--- src/hdl/assert_macros.svh ---
// Assertion macros shared by the RTL
`ifndef ASSERT_MACROS_SVH
`define ASSERT_MACROS_SVH

// Check a condition at every clock edge outside reset
`define ASSERT_ALWAYS(lbl, clk, rst_n, cond, msg) \
    lbl: assert property (@(posedge clk) disable iff (!(rst_n)) (cond)) \
        else $error(msg);

// Check that an antecedent implies a consequent in the same cycle
`define ASSERT_IMPL(lbl, clk, rst_n, ante, cons, msg) \
    lbl: assert property (@(posedge clk) disable iff (!(rst_n)) (ante) |-> (cons)) \
        else $error(msg);

// Check that an antecedent implies a consequent in the next cycle
`define ASSERT_NEXT(lbl, clk, rst_n, ante, cons, msg) \
    lbl: assert property (@(posedge clk) disable iff (!(rst_n)) (ante) |=> (cons)) \
        else $error(msg);

`endif

--- src/hdl/pwfc_pkg.sv ---
`timescale 1ns / 1ps
// Shared constants and types for the pulse width feature capture block
package pwfc_pkg;

    localparam int NUM_WIDTHS_DEF = 10;

    localparam int SAMPLE_W   = 12;
    localparam int TIME_W     = 32;
    localparam int VAL_W      = 16;
    localparam int IDX_W      = 4;
    localparam int HIGH_W     = 20;
    localparam int CFG_IDX_W  = 2;
    localparam int CFG_DATA_W = 16;

    localparam logic [SAMPLE_W-1:0]   THRESHOLD_RESET = 12'd1500;
    localparam logic [VAL_W-1:0]      TIMEOUT_RESET   = 16'd5000;
    localparam logic [CFG_IDX_W-1:0]  CFG_THRESHOLD   = 2'd0;
    localparam logic [CFG_IDX_W-1:0]  CFG_TIMEOUT     = 2'd1;

    typedef enum logic [1:0] {
        S_IDLE,
        S_START,
        S_EMIT
    } t_state;

    typedef struct packed {
        logic             done;
        logic [VAL_W-1:0] quot;
    } t_div_status;

endpackage

--- src/hdl/pwfc_cell.sv ---
`timescale 1ns / 1ps
// One stage of the width store chain
module pwfc_cell
    import pwfc_pkg::*;
(
    input  logic             i_clk,
    input  logic             i_rst_n,
    input  logic             i_shift,
    input  logic [VAL_W-1:0] i_data,
    output logic [VAL_W-1:0] o_data
);

    logic [VAL_W-1:0] r_width;
    logic [VAL_W-1:0] n_width;

    always_comb begin
        n_width = i_shift ? i_data : r_width;
    end

    always_ff @(posedge i_clk) begin
        if (!i_rst_n) begin
            r_width <= '0;
        end else begin
            r_width <= n_width;
        end
    end

    assign o_data = r_width;

endmodule

--- src/hdl/pwfc_div.sv ---
`timescale 1ns / 1ps
// Radix-2 restoring divider for the Q0.16 duty fraction
module pwfc_div
    import pwfc_pkg::*;
#(
    parameter int TOT_W = VAL_W + 4
) (
    input  logic              i_clk,
    input  logic              i_rst_n,
    input  logic              i_start,
    input  logic [HIGH_W-1:0] i_high,
    input  logic [TOT_W-1:0]  i_total,
    output t_div_status       o_status
);

    localparam int CW    = (HIGH_W > TOT_W) ? HIGH_W : TOT_W;
    localparam int REM_W = TOT_W + 1;
    localparam int CNT_W = $clog2(VAL_W + 1);

    logic [REM_W-1:0] r_rem;
    logic [TOT_W-1:0] r_div;
    logic [VAL_W-1:0] r_quot;
    logic [CNT_W-1:0] r_cnt;
    logic             r_busy;
    logic             r_done;

    logic [REM_W-1:0] rem_dbl;
    logic             ge;
    logic [REM_W-1:0] n_rem;

    always_comb begin
        rem_dbl = {r_rem[TOT_W-1:0], 1'b0};
        ge      = rem_dbl >= REM_W'(r_div);
        n_rem   = ge ? (rem_dbl - REM_W'(r_div)) : rem_dbl;
    end

    always_ff @(posedge i_clk) begin
        if (!i_rst_n) begin
            r_busy <= 1'b0;
            r_done <= 1'b0;
        end else if (i_start) begin
            r_div <= i_total;
            if (i_total == '0) begin
                r_quot <= '0;
                r_busy <= 1'b0;
                r_done <= 1'b1;
            end else if (CW'(i_high) >= CW'(i_total)) begin
                r_quot <= '1;
                r_busy <= 1'b0;
                r_done <= 1'b1;
            end else begin
                r_rem  <= REM_W'(i_high);
                r_quot <= '0;
                r_cnt  <= CNT_W'(VAL_W);
                r_busy <= 1'b1;
                r_done <= 1'b0;
            end
        end else if (r_busy) begin
            r_rem  <= n_rem;
            r_quot <= {r_quot[VAL_W-2:0], ge};
            r_cnt  <= r_cnt - CNT_W'(1);
            if (r_cnt == CNT_W'(1)) begin
                r_busy <= 1'b0;
                r_done <= 1'b1;
            end
        end
    end

    assign o_status.done = r_done;
    assign o_status.quot = r_quot;

endmodule

--- src/hdl/pulse_width_feature_capture.sv ---
`timescale 1ns / 1ps
// Top level of the pulse width feature capture block.
// An item is accepted only in the idle state; an item that closes a run starts an
// emission of NUM_WIDTHS + 2 results, loaded into the output register in the emit
// state that follows the start state. The duty result waits on the 16-step divider,
// and no item is accepted during an emission. Synchronous active-low reset clears the
// width chain, the sums and the run state and presets the threshold and timeout.
module pulse_width_feature_capture
    import pwfc_pkg::*;
#(
    parameter int NUM_WIDTHS = NUM_WIDTHS_DEF
) (
    input  logic                  i_clk,
    input  logic                  i_rst_n,
    input  logic                  i_in_valid,
    output logic                  o_in_ready,
    input  logic [SAMPLE_W-1:0]   i_sample_mv,
    input  logic [TIME_W-1:0]     i_now_ms,
    output logic                  o_out_valid,
    input  logic                  i_out_ready,
    output logic [IDX_W-1:0]      o_feature_index,
    output logic [VAL_W-1:0]      o_feature_value,
    output logic                  o_last,
    input  logic                  i_cfg_valid,
    output logic                  o_cfg_ready,
    input  logic [CFG_IDX_W-1:0]  i_cfg_index,
    input  logic [CFG_DATA_W-1:0] i_cfg_data
);

`include "assert_macros.svh"

    localparam int FILL_W = $clog2(NUM_WIDTHS + 1);
    localparam int FEAT_W = $clog2(NUM_WIDTHS + 2);
    localparam int TOT_W  = VAL_W + $clog2(NUM_WIDTHS);

    t_state r_state;
    t_state n_state;

    logic [SAMPLE_W-1:0] r_threshold;
    logic [VAL_W-1:0]    r_timeout;

    logic [FILL_W-1:0]   r_fill;
    logic [FILL_W-1:0]   n_fill;
    logic                r_prior;
    logic                r_started;
    logic [TIME_W-1:0]   r_mark;
    logic [TIME_W-1:0]   n_mark;
    logic [HIGH_W-1:0]   r_high;
    logic [HIGH_W-1:0]   n_high;
    logic [TOT_W-1:0]    r_total;
    logic [TOT_W-1:0]    n_total;
    logic                r_emit_level;
    logic [FEAT_W-1:0]   r_feat;
    logic [FEAT_W-1:0]   n_feat;

    logic                r_out_valid;
    logic [IDX_W-1:0]    r_out_index;
    logic [VAL_W-1:0]    r_out_value;
    logic                r_out_last;

    logic                in_acc;
    logic                level;
    logic [TIME_W-1:0]   mark_eff;
    logic [TIME_W-1:0]   elapsed;
    logic                timed_out;
    logic                store_en;
    logic [VAL_W-1:0]    width_new;
    logic                high_bit;
    logic [HIGH_W:0]     high_sum;
    logic                emit;
    logic                div_start;
    logic                emit_on;
    logic                out_free;
    logic                feat_is_width;
    logic                feat_is_level;
    logic                feat_is_duty;
    logic                out_load;
    logic                chain_shift;
    logic [VAL_W-1:0]    chain_tail;
    logic [VAL_W-1:0]    feat_value;
    t_div_status         div_status;

    logic [VAL_W-1:0]    cell_q [NUM_WIDTHS];
    logic [VAL_W-1:0]    cell_d [NUM_WIDTHS];

    assign o_cfg_ready = 1'b1;

    always_ff @(posedge i_clk) begin
        if (!i_rst_n) begin
            r_threshold <= THRESHOLD_RESET;
            r_timeout   <= TIMEOUT_RESET;
        end else if (i_cfg_valid) begin
            unique case (i_cfg_index)
                CFG_THRESHOLD: r_threshold <= i_cfg_data[SAMPLE_W-1:0];
                CFG_TIMEOUT:   r_timeout   <= i_cfg_data[VAL_W-1:0];
                default: ;
            endcase
        end
    end

    // item evaluation
    always_comb begin
        in_acc    = i_in_valid && o_in_ready;
        level     = i_sample_mv > r_threshold;
        mark_eff  = r_started ? r_mark : i_now_ms;
        elapsed   = i_now_ms - mark_eff;
        timed_out = elapsed >= TIME_W'(r_timeout);
        store_en  = in_acc && (timed_out || (level != r_prior));
        if (timed_out) begin
            width_new = r_timeout;
        end else if (elapsed[TIME_W-1:VAL_W] != '0) begin
            width_new = '1;
        end else begin
            width_new = elapsed[VAL_W-1:0];
        end
        high_bit = timed_out ? level : r_prior;
        high_sum = {1'b0, r_high} + (high_bit ? (HIGH_W + 1)'(width_new) : '0);
        emit     = in_acc && (timed_out ||
                   (store_en && (r_fill == FILL_W'(NUM_WIDTHS - 1))));
    end

    always_comb begin
        n_fill  = r_fill;
        n_mark  = r_mark;
        n_high  = r_high;
        n_total = r_total;
        if (div_start) begin
            n_high  = '0;
            n_total = '0;
        end
        if (in_acc) begin
            if (!r_started || store_en) begin
                n_mark = i_now_ms;
            end
            if (store_en) begin
                n_high  = high_sum[HIGH_W] ? '1 : high_sum[HIGH_W-1:0];
                n_total = r_total + TOT_W'(width_new);
                n_fill  = r_fill + FILL_W'(1);
            end
            if (emit) begin
                n_fill = '0;
            end
        end
    end

    always_ff @(posedge i_clk) begin
        if (!i_rst_n) begin
            r_fill    <= '0;
            r_prior   <= 1'b0;
            r_started <= 1'b0;
            r_mark    <= '0;
            r_high    <= '0;
            r_total   <= '0;
        end else begin
            r_fill  <= n_fill;
            r_mark  <= n_mark;
            r_high  <= n_high;
            r_total <= n_total;
            if (in_acc) begin
                r_prior   <= level;
                r_started <= 1'b1;
            end
        end
    end

    always_ff @(posedge i_clk) begin
        if (emit) begin
            r_emit_level <= r_prior;
        end
    end

    // sequencer
    always_comb begin
        n_state = r_state;
        unique case (r_state)
            S_IDLE:  if (emit) n_state = S_START;
            S_START: n_state = S_EMIT;
            S_EMIT:  if (out_load && feat_is_duty) n_state = S_IDLE;
            default: n_state = S_IDLE;
        endcase
    end

    always_comb begin
        o_in_ready = 1'b0;
        div_start  = 1'b0;
        emit_on    = 1'b0;
        unique case (r_state)
            S_IDLE:  o_in_ready = 1'b1;
            S_START: div_start  = 1'b1;
            S_EMIT:  emit_on    = 1'b1;
            default: ;
        endcase
    end

    always_ff @(posedge i_clk) begin
        if (!i_rst_n) begin
            r_state <= S_IDLE;
        end else begin
            r_state <= n_state;
        end
    end

    // emission
    always_comb begin
        out_free      = !r_out_valid || i_out_ready;
        feat_is_width = r_feat < FEAT_W'(NUM_WIDTHS);
        feat_is_level = r_feat == FEAT_W'(NUM_WIDTHS);
        feat_is_duty  = r_feat == FEAT_W'(NUM_WIDTHS + 1);
        out_load      = emit_on && out_free &&
                        (feat_is_width || feat_is_level || div_status.done);
        chain_shift   = store_en || (out_load && feat_is_width);
        chain_tail    = store_en ? width_new : '0;
        if (feat_is_width) begin
            feat_value = cell_q[0];
        end else if (feat_is_level) begin
            feat_value = VAL_W'(r_emit_level);
        end else begin
            feat_value = div_status.quot;
        end
        n_feat = r_feat;
        if (div_start) begin
            n_feat = '0;
        end else if (out_load) begin
            n_feat = r_feat + FEAT_W'(1);
        end
    end

    always_ff @(posedge i_clk) begin
        if (!i_rst_n) begin
            r_feat      <= '0;
            r_out_valid <= 1'b0;
        end else begin
            r_feat <= n_feat;
            if (out_load) begin
                r_out_valid <= 1'b1;
            end else if (i_out_ready) begin
                r_out_valid <= 1'b0;
            end
        end
    end

    always_ff @(posedge i_clk) begin
        if (out_load) begin
            r_out_index <= IDX_W'(r_feat);
            r_out_value <= feat_value;
            r_out_last  <= feat_is_duty;
        end
    end

    assign o_out_valid     = r_out_valid;
    assign o_feature_index = r_out_index;
    assign o_feature_value = r_out_value;
    assign o_last          = r_out_last;

    // width chain: new widths enter at the tail, emission drains from the head
    for (genvar g = 0; g < NUM_WIDTHS; g++) begin : g_cell
        if (g == NUM_WIDTHS - 1) begin : g_tail
            assign cell_d[g] = chain_tail;
        end else begin : g_link
            assign cell_d[g] = cell_q[g+1];
        end
        pwfc_cell u_cell (
            .i_clk   (i_clk),
            .i_rst_n (i_rst_n),
            .i_shift (chain_shift),
            .i_data  (cell_d[g]),
            .o_data  (cell_q[g])
        );
    end

    pwfc_div #(
        .TOT_W (TOT_W)
    ) u_div (
        .i_clk    (i_clk),
        .i_rst_n  (i_rst_n),
        .i_start  (div_start),
        .i_high   (r_high),
        .i_total  (r_total),
        .o_status (div_status)
    );

    `ASSERT_ALWAYS(a_fill_bound, i_clk, i_rst_n, r_fill < FILL_W'(NUM_WIDTHS), "fill past store depth")
    `ASSERT_NEXT(a_start_emit, i_clk, i_rst_n, r_state == S_START, r_state == S_EMIT, "start not followed by emit")
    `ASSERT_IMPL(a_emit_fill, i_clk, i_rst_n, r_state == S_EMIT, r_fill == '0, "fill not cleared during emit")

endmodule
--- config.mk ---
export PLATFORM = sky130hd
export DESIGN_NAME = pulse_width_feature_capture
export DESIGN_NICKNAME = d
export VERILOG_FILES = /design/src/hdl/pwfc_pkg.sv /design/src/hdl/pwfc_cell.sv /design/src/hdl/pwfc_div.sv /design/src/hdl/pulse_width_feature_capture.sv
export VERILOG_INCLUDE_DIRS = /design/src /design/src/hdl
export SDC_FILE = /design/constraint.sdc
export NUM_CORES = 1
export LEC_CHECK = 0
export BUFFER_PORTS_ARGS = -buffer_cell sky130_fd_sc_hd__buf_2
export CORE_MARGIN = 8
export CORE_UTILIZATION = 60
export DETAILED_ROUTE_END_ITERATION = 16
export GPL_ROUTABILITY_DRIVEN = 0
export GPL_TIMING_DRIVEN = 0
export PLACE_DENSITY = 0.78
export SYNTH_ARGS = -nofsm -noshare
export SYNTH_HDL_FRONTEND = slang
export SYNTH_SLANG_ARGS = --single-unit
--- constraint.sdc ---
create_clock -name i_clk -period 12.35 [get_ports i_clk]
set_input_delay 2.47 -clock i_clk [delete_from_list [all_inputs] [get_ports i_clk]]
set_output_delay 2.47 -clock i_clk [all_outputs]
set_load 0.01 [all_outputs]
==> results.json <==
{
  "status": "finished clean",
  "finalSetupViolCount": 0,
  "final_area_um2": 22100,
  "setup_ws_ps": 733,
  "place_ws_ps": 336,
  "drv_slew": 0,
  "overflow": 0,
  "hold_violations": 0,
  "path_common_cell": "ha_1",
  "cts_resized": 0,
  "cts_tree": "done",
  "dpl.cell_count": 2731,
  "dieArea_um2": 39100,
  "port_buffers": 89,
  "rows": 66,
  "die_h_um": 198,
  "critPathKind": "in2reg",
  "cp-end-kind": "flip-flop",
  "rsz0062_at_grt": "no",
  "wire_per_inst_um": 17.7,
  "postCtsSetupRepairBufs": 0,
  "ff_latch_area_um2": 8000,
  "synth.cell_area_um2": 19800,
  "grt_pass1_vias": 16200,
  "hold-path-endpoint": "g_cell[3].u_cell.o_data[0]",
  "core_area_um2": 32500,
  "p_per_area_nw_per_um2": 137,
  "initial_core_util_pct": 61.0,
  "num-fill-cells": 2618,
  "crit_path_max_fanout": 10,
  "cts_root_buffer": "clkbuf_16",
  "slowest_delay_ps": 730,
  "slew_headroom_pct": 28.3,
  "drc": 0,
  "multi_input_area_um2": 10900,
  "cts-buffers-inserted": 38,
  "fin_cells": 2796,
  "reg2regPathDepth": 35,
  "synth-simple-area-share_pct": 16.4,
  "min_period_over_period_pct": 94.1,
  "r2r_start": "r_started",
  "synth_seq_cells": 358,
  "synthFlopType": "dfxtp_1",
  "h-tree-depth": 2,
  "clock_latency_ps": 550,
  "startpoint_type": "input pin",
  "leakagePower_nw": 9.80,
  "layout_common_cells": "nand2_1 (400), dfxtp_1 (275), mux2i_1 (220)",
  "cts_hold_buffers": 0,
  "routed_wl_um": 49500,
  "first_iter_violations": 1074,
  "io_pins": 91,
  "maxCapViolCount": 0,
  "synth_compound_area_share_pct": 15.4,
  "yosys_warnings": 0,
  "antenna_left": 0,
  "clk_pin_slew_ps": 60,
  "slowest_stage": "a2111oi_0",
  "yosysUniqueCellTypes": 81,
  "power.total_mw": 3.04,
  "layout_commonest_cell": "nand2_1",
  "hold_start": "g_cell[4].u_cell.o_data[0]",
  "worst_hold_slack_ps": 452,
  "cts_sinks": 358,
  "synth-edff-count": 83,
  "max_freq_mhz": 86.1,
  "cts_buffer_depth": 3,
  "critical_path_required_ps": 12740,
  "worstHoldPathType": "reg2reg",
  "post-route-min-period_ps": 11620,
  "reg2reg_slack_ps": 1150,
  "syn_inst": 2199,
  "nets": 2538,
  "hold_depth": 2,
  "grt_max_degree": 30,
  "finClkSkew_ps": 26.3,
  "first_pass_iters": 5,
  "via_count": 16500,
  "async_reset_ff_share_pct": 0,
  "antenna_found_initial": 0,
  "synth_adder_area_share_pct": 9.11,
  "syn-num-nets": 2408,
  "synth_xor_area_share_pct": 2.65,
  "syn_avg_cell_area_um2": 9.02,
  "via_per_inst": 5.90,
  "grt_usage_pct": 24.6,
  "dpl_cell_area_um2": 20900,
  "worst_pin_slew_ps": 1070,
  "fin_util_pct": 68.0,
  "cp.arrival_ps": 12010,
  "dp_hpwl_um": 38100,
  "peakVddDrop_v": 0.000125,
  "synth_mux_area_share_pct": 11.2,
  "grt_pass1_wl_um": 79600,
  "reg2reg_to": "r_high[17]",
  "tns_ps": 0,
  "die_x_um": 198,
  "drive_gt1_share_pct": 8.75,
  "diodes": 0,
  "yosysSeqAreaShare_pct": 40.3,
  "syn_to_final_growth_pct": 11.6,
  "synth_top_family_by_area": "simple AND/OR/NAND/NOR gates"
}
synthesized netlist by cell type (6+ instances only):
cell type | count | area, um^2
o31ai_1 | 16 | 120
a31oi_1 | 10 | 62.6
clkbuf_1 | 80 | 300
or3_1 | 13 | 81.3
xnor2_1 | 42 | 368
dfxtp_1 | 275 | 5510
xor2_1 | 18 | 158
o21a_1 | 15 | 113
nor4_1 | 14 | 87.6
buf_2 | 17 | 85.1
a21oi_1 | 132 | 661
nand4_1 | 18 | 113
nor2b_1 | 13 | 81.3
and3_1 | 26 | 163
inv_1 | 104 | 390
nand3_1 | 58 | 290
nand2_1 | 400 | 1500
ha_1 | 138 | 1730
and2_1 | 6 | 37.5
mux2i_1 | 220 | 2200
edfxtp_1 | 83 | 2490
a22o_1 | 16 | 140
nand2b_1 | 16 | 100
or4_1 | 6 | 45.0
or2_2 | 6 | 37.5
buf_8 | 7 | 105
a21o_1 | 61 | 458
o21bai_1 | 6 | 45.0
a211o_1 | 20 | 175
nor2_1 | 99 | 372
o211ai_1 | 18 | 135
buf_4 | 9 | 67.6
o21ai_0 | 84 | 420
a211oi_1 | 18 | 135
nor3_1 | 35 | 175
o21ai_1 | 8 | 40.0
metal layers:
metal	global-route usage (%)	part of all wire, %
met1	30.3	43
met3	3.07	5.5
met5	0	0
met4	10.4	3.8
met2	42.8	48
registers in the layout (all words and copies together), names as in the netlist, 5 cells and up:
name / flops
u_div.r_quot: 16
g_cell.u_cell.o_data: 160
u_div.r_rem: 20
r_total: 20
r_mark: 32
u_div.r_div: 20
o_feature_value: 16
r_timeout: 16
r_threshold: 12
r_high: 20
u_div.r_cnt: 5
worst max-delay path by stage:
stage	from	endpoint	slack, ps
after global routing	i_now_ms[1]	r_high[17]	40
after floorplan	i_now_ms[1]	r_high[17]	2630
after CTS	i_now_ms[1]	r_high[17]	830
after global placement	i_now_ms[1]	r_high[17]	560
after detailed placement	i_now_ms[1]	r_high[17]	340
final	i_now_ms[1]	r_high[17]	730
power breakdown:
group,internal (mW),switching [mW]
Sequential,1.25,0.0322
Combinational,0.249,0.376
Clock,0.668,0.468
Total,2.16,0.876
cells by family (layout without fill, tap and decap cells):
family | count (synthesis) | after routing
fa+ha+maj | 142 | 142
simple gates | 729 | 729
buf+inv | 224 | 379
compound gates | 464 | 464
mux | 221 | 221
other cells | 1 | 1
xor+xnor | 60 | 60
flops | 358 | 358
cell type report:
cell class              instances  area share (%)
plain buffers                 120            2.72
clock buffers                  57            5.19
clock inverters                 8           0.509
inverters                     104            1.76
multi-input cells            1617            49.0
flip-flops and latches        358            36.1
well taps                     442            2.50
repair buffers                 90            2.14
critical path: cells and delay by family:
family                     cells  cell delay, ps
xor gates and xnor gates       1             330
muxes                          1             610
adders and majority gates      4            1220
buffers and inverters          4             800
and+or+nand+nor                7            1800
AOI/OAI and AO/OA             18            4790
Power figures use the tool's default switching activity.
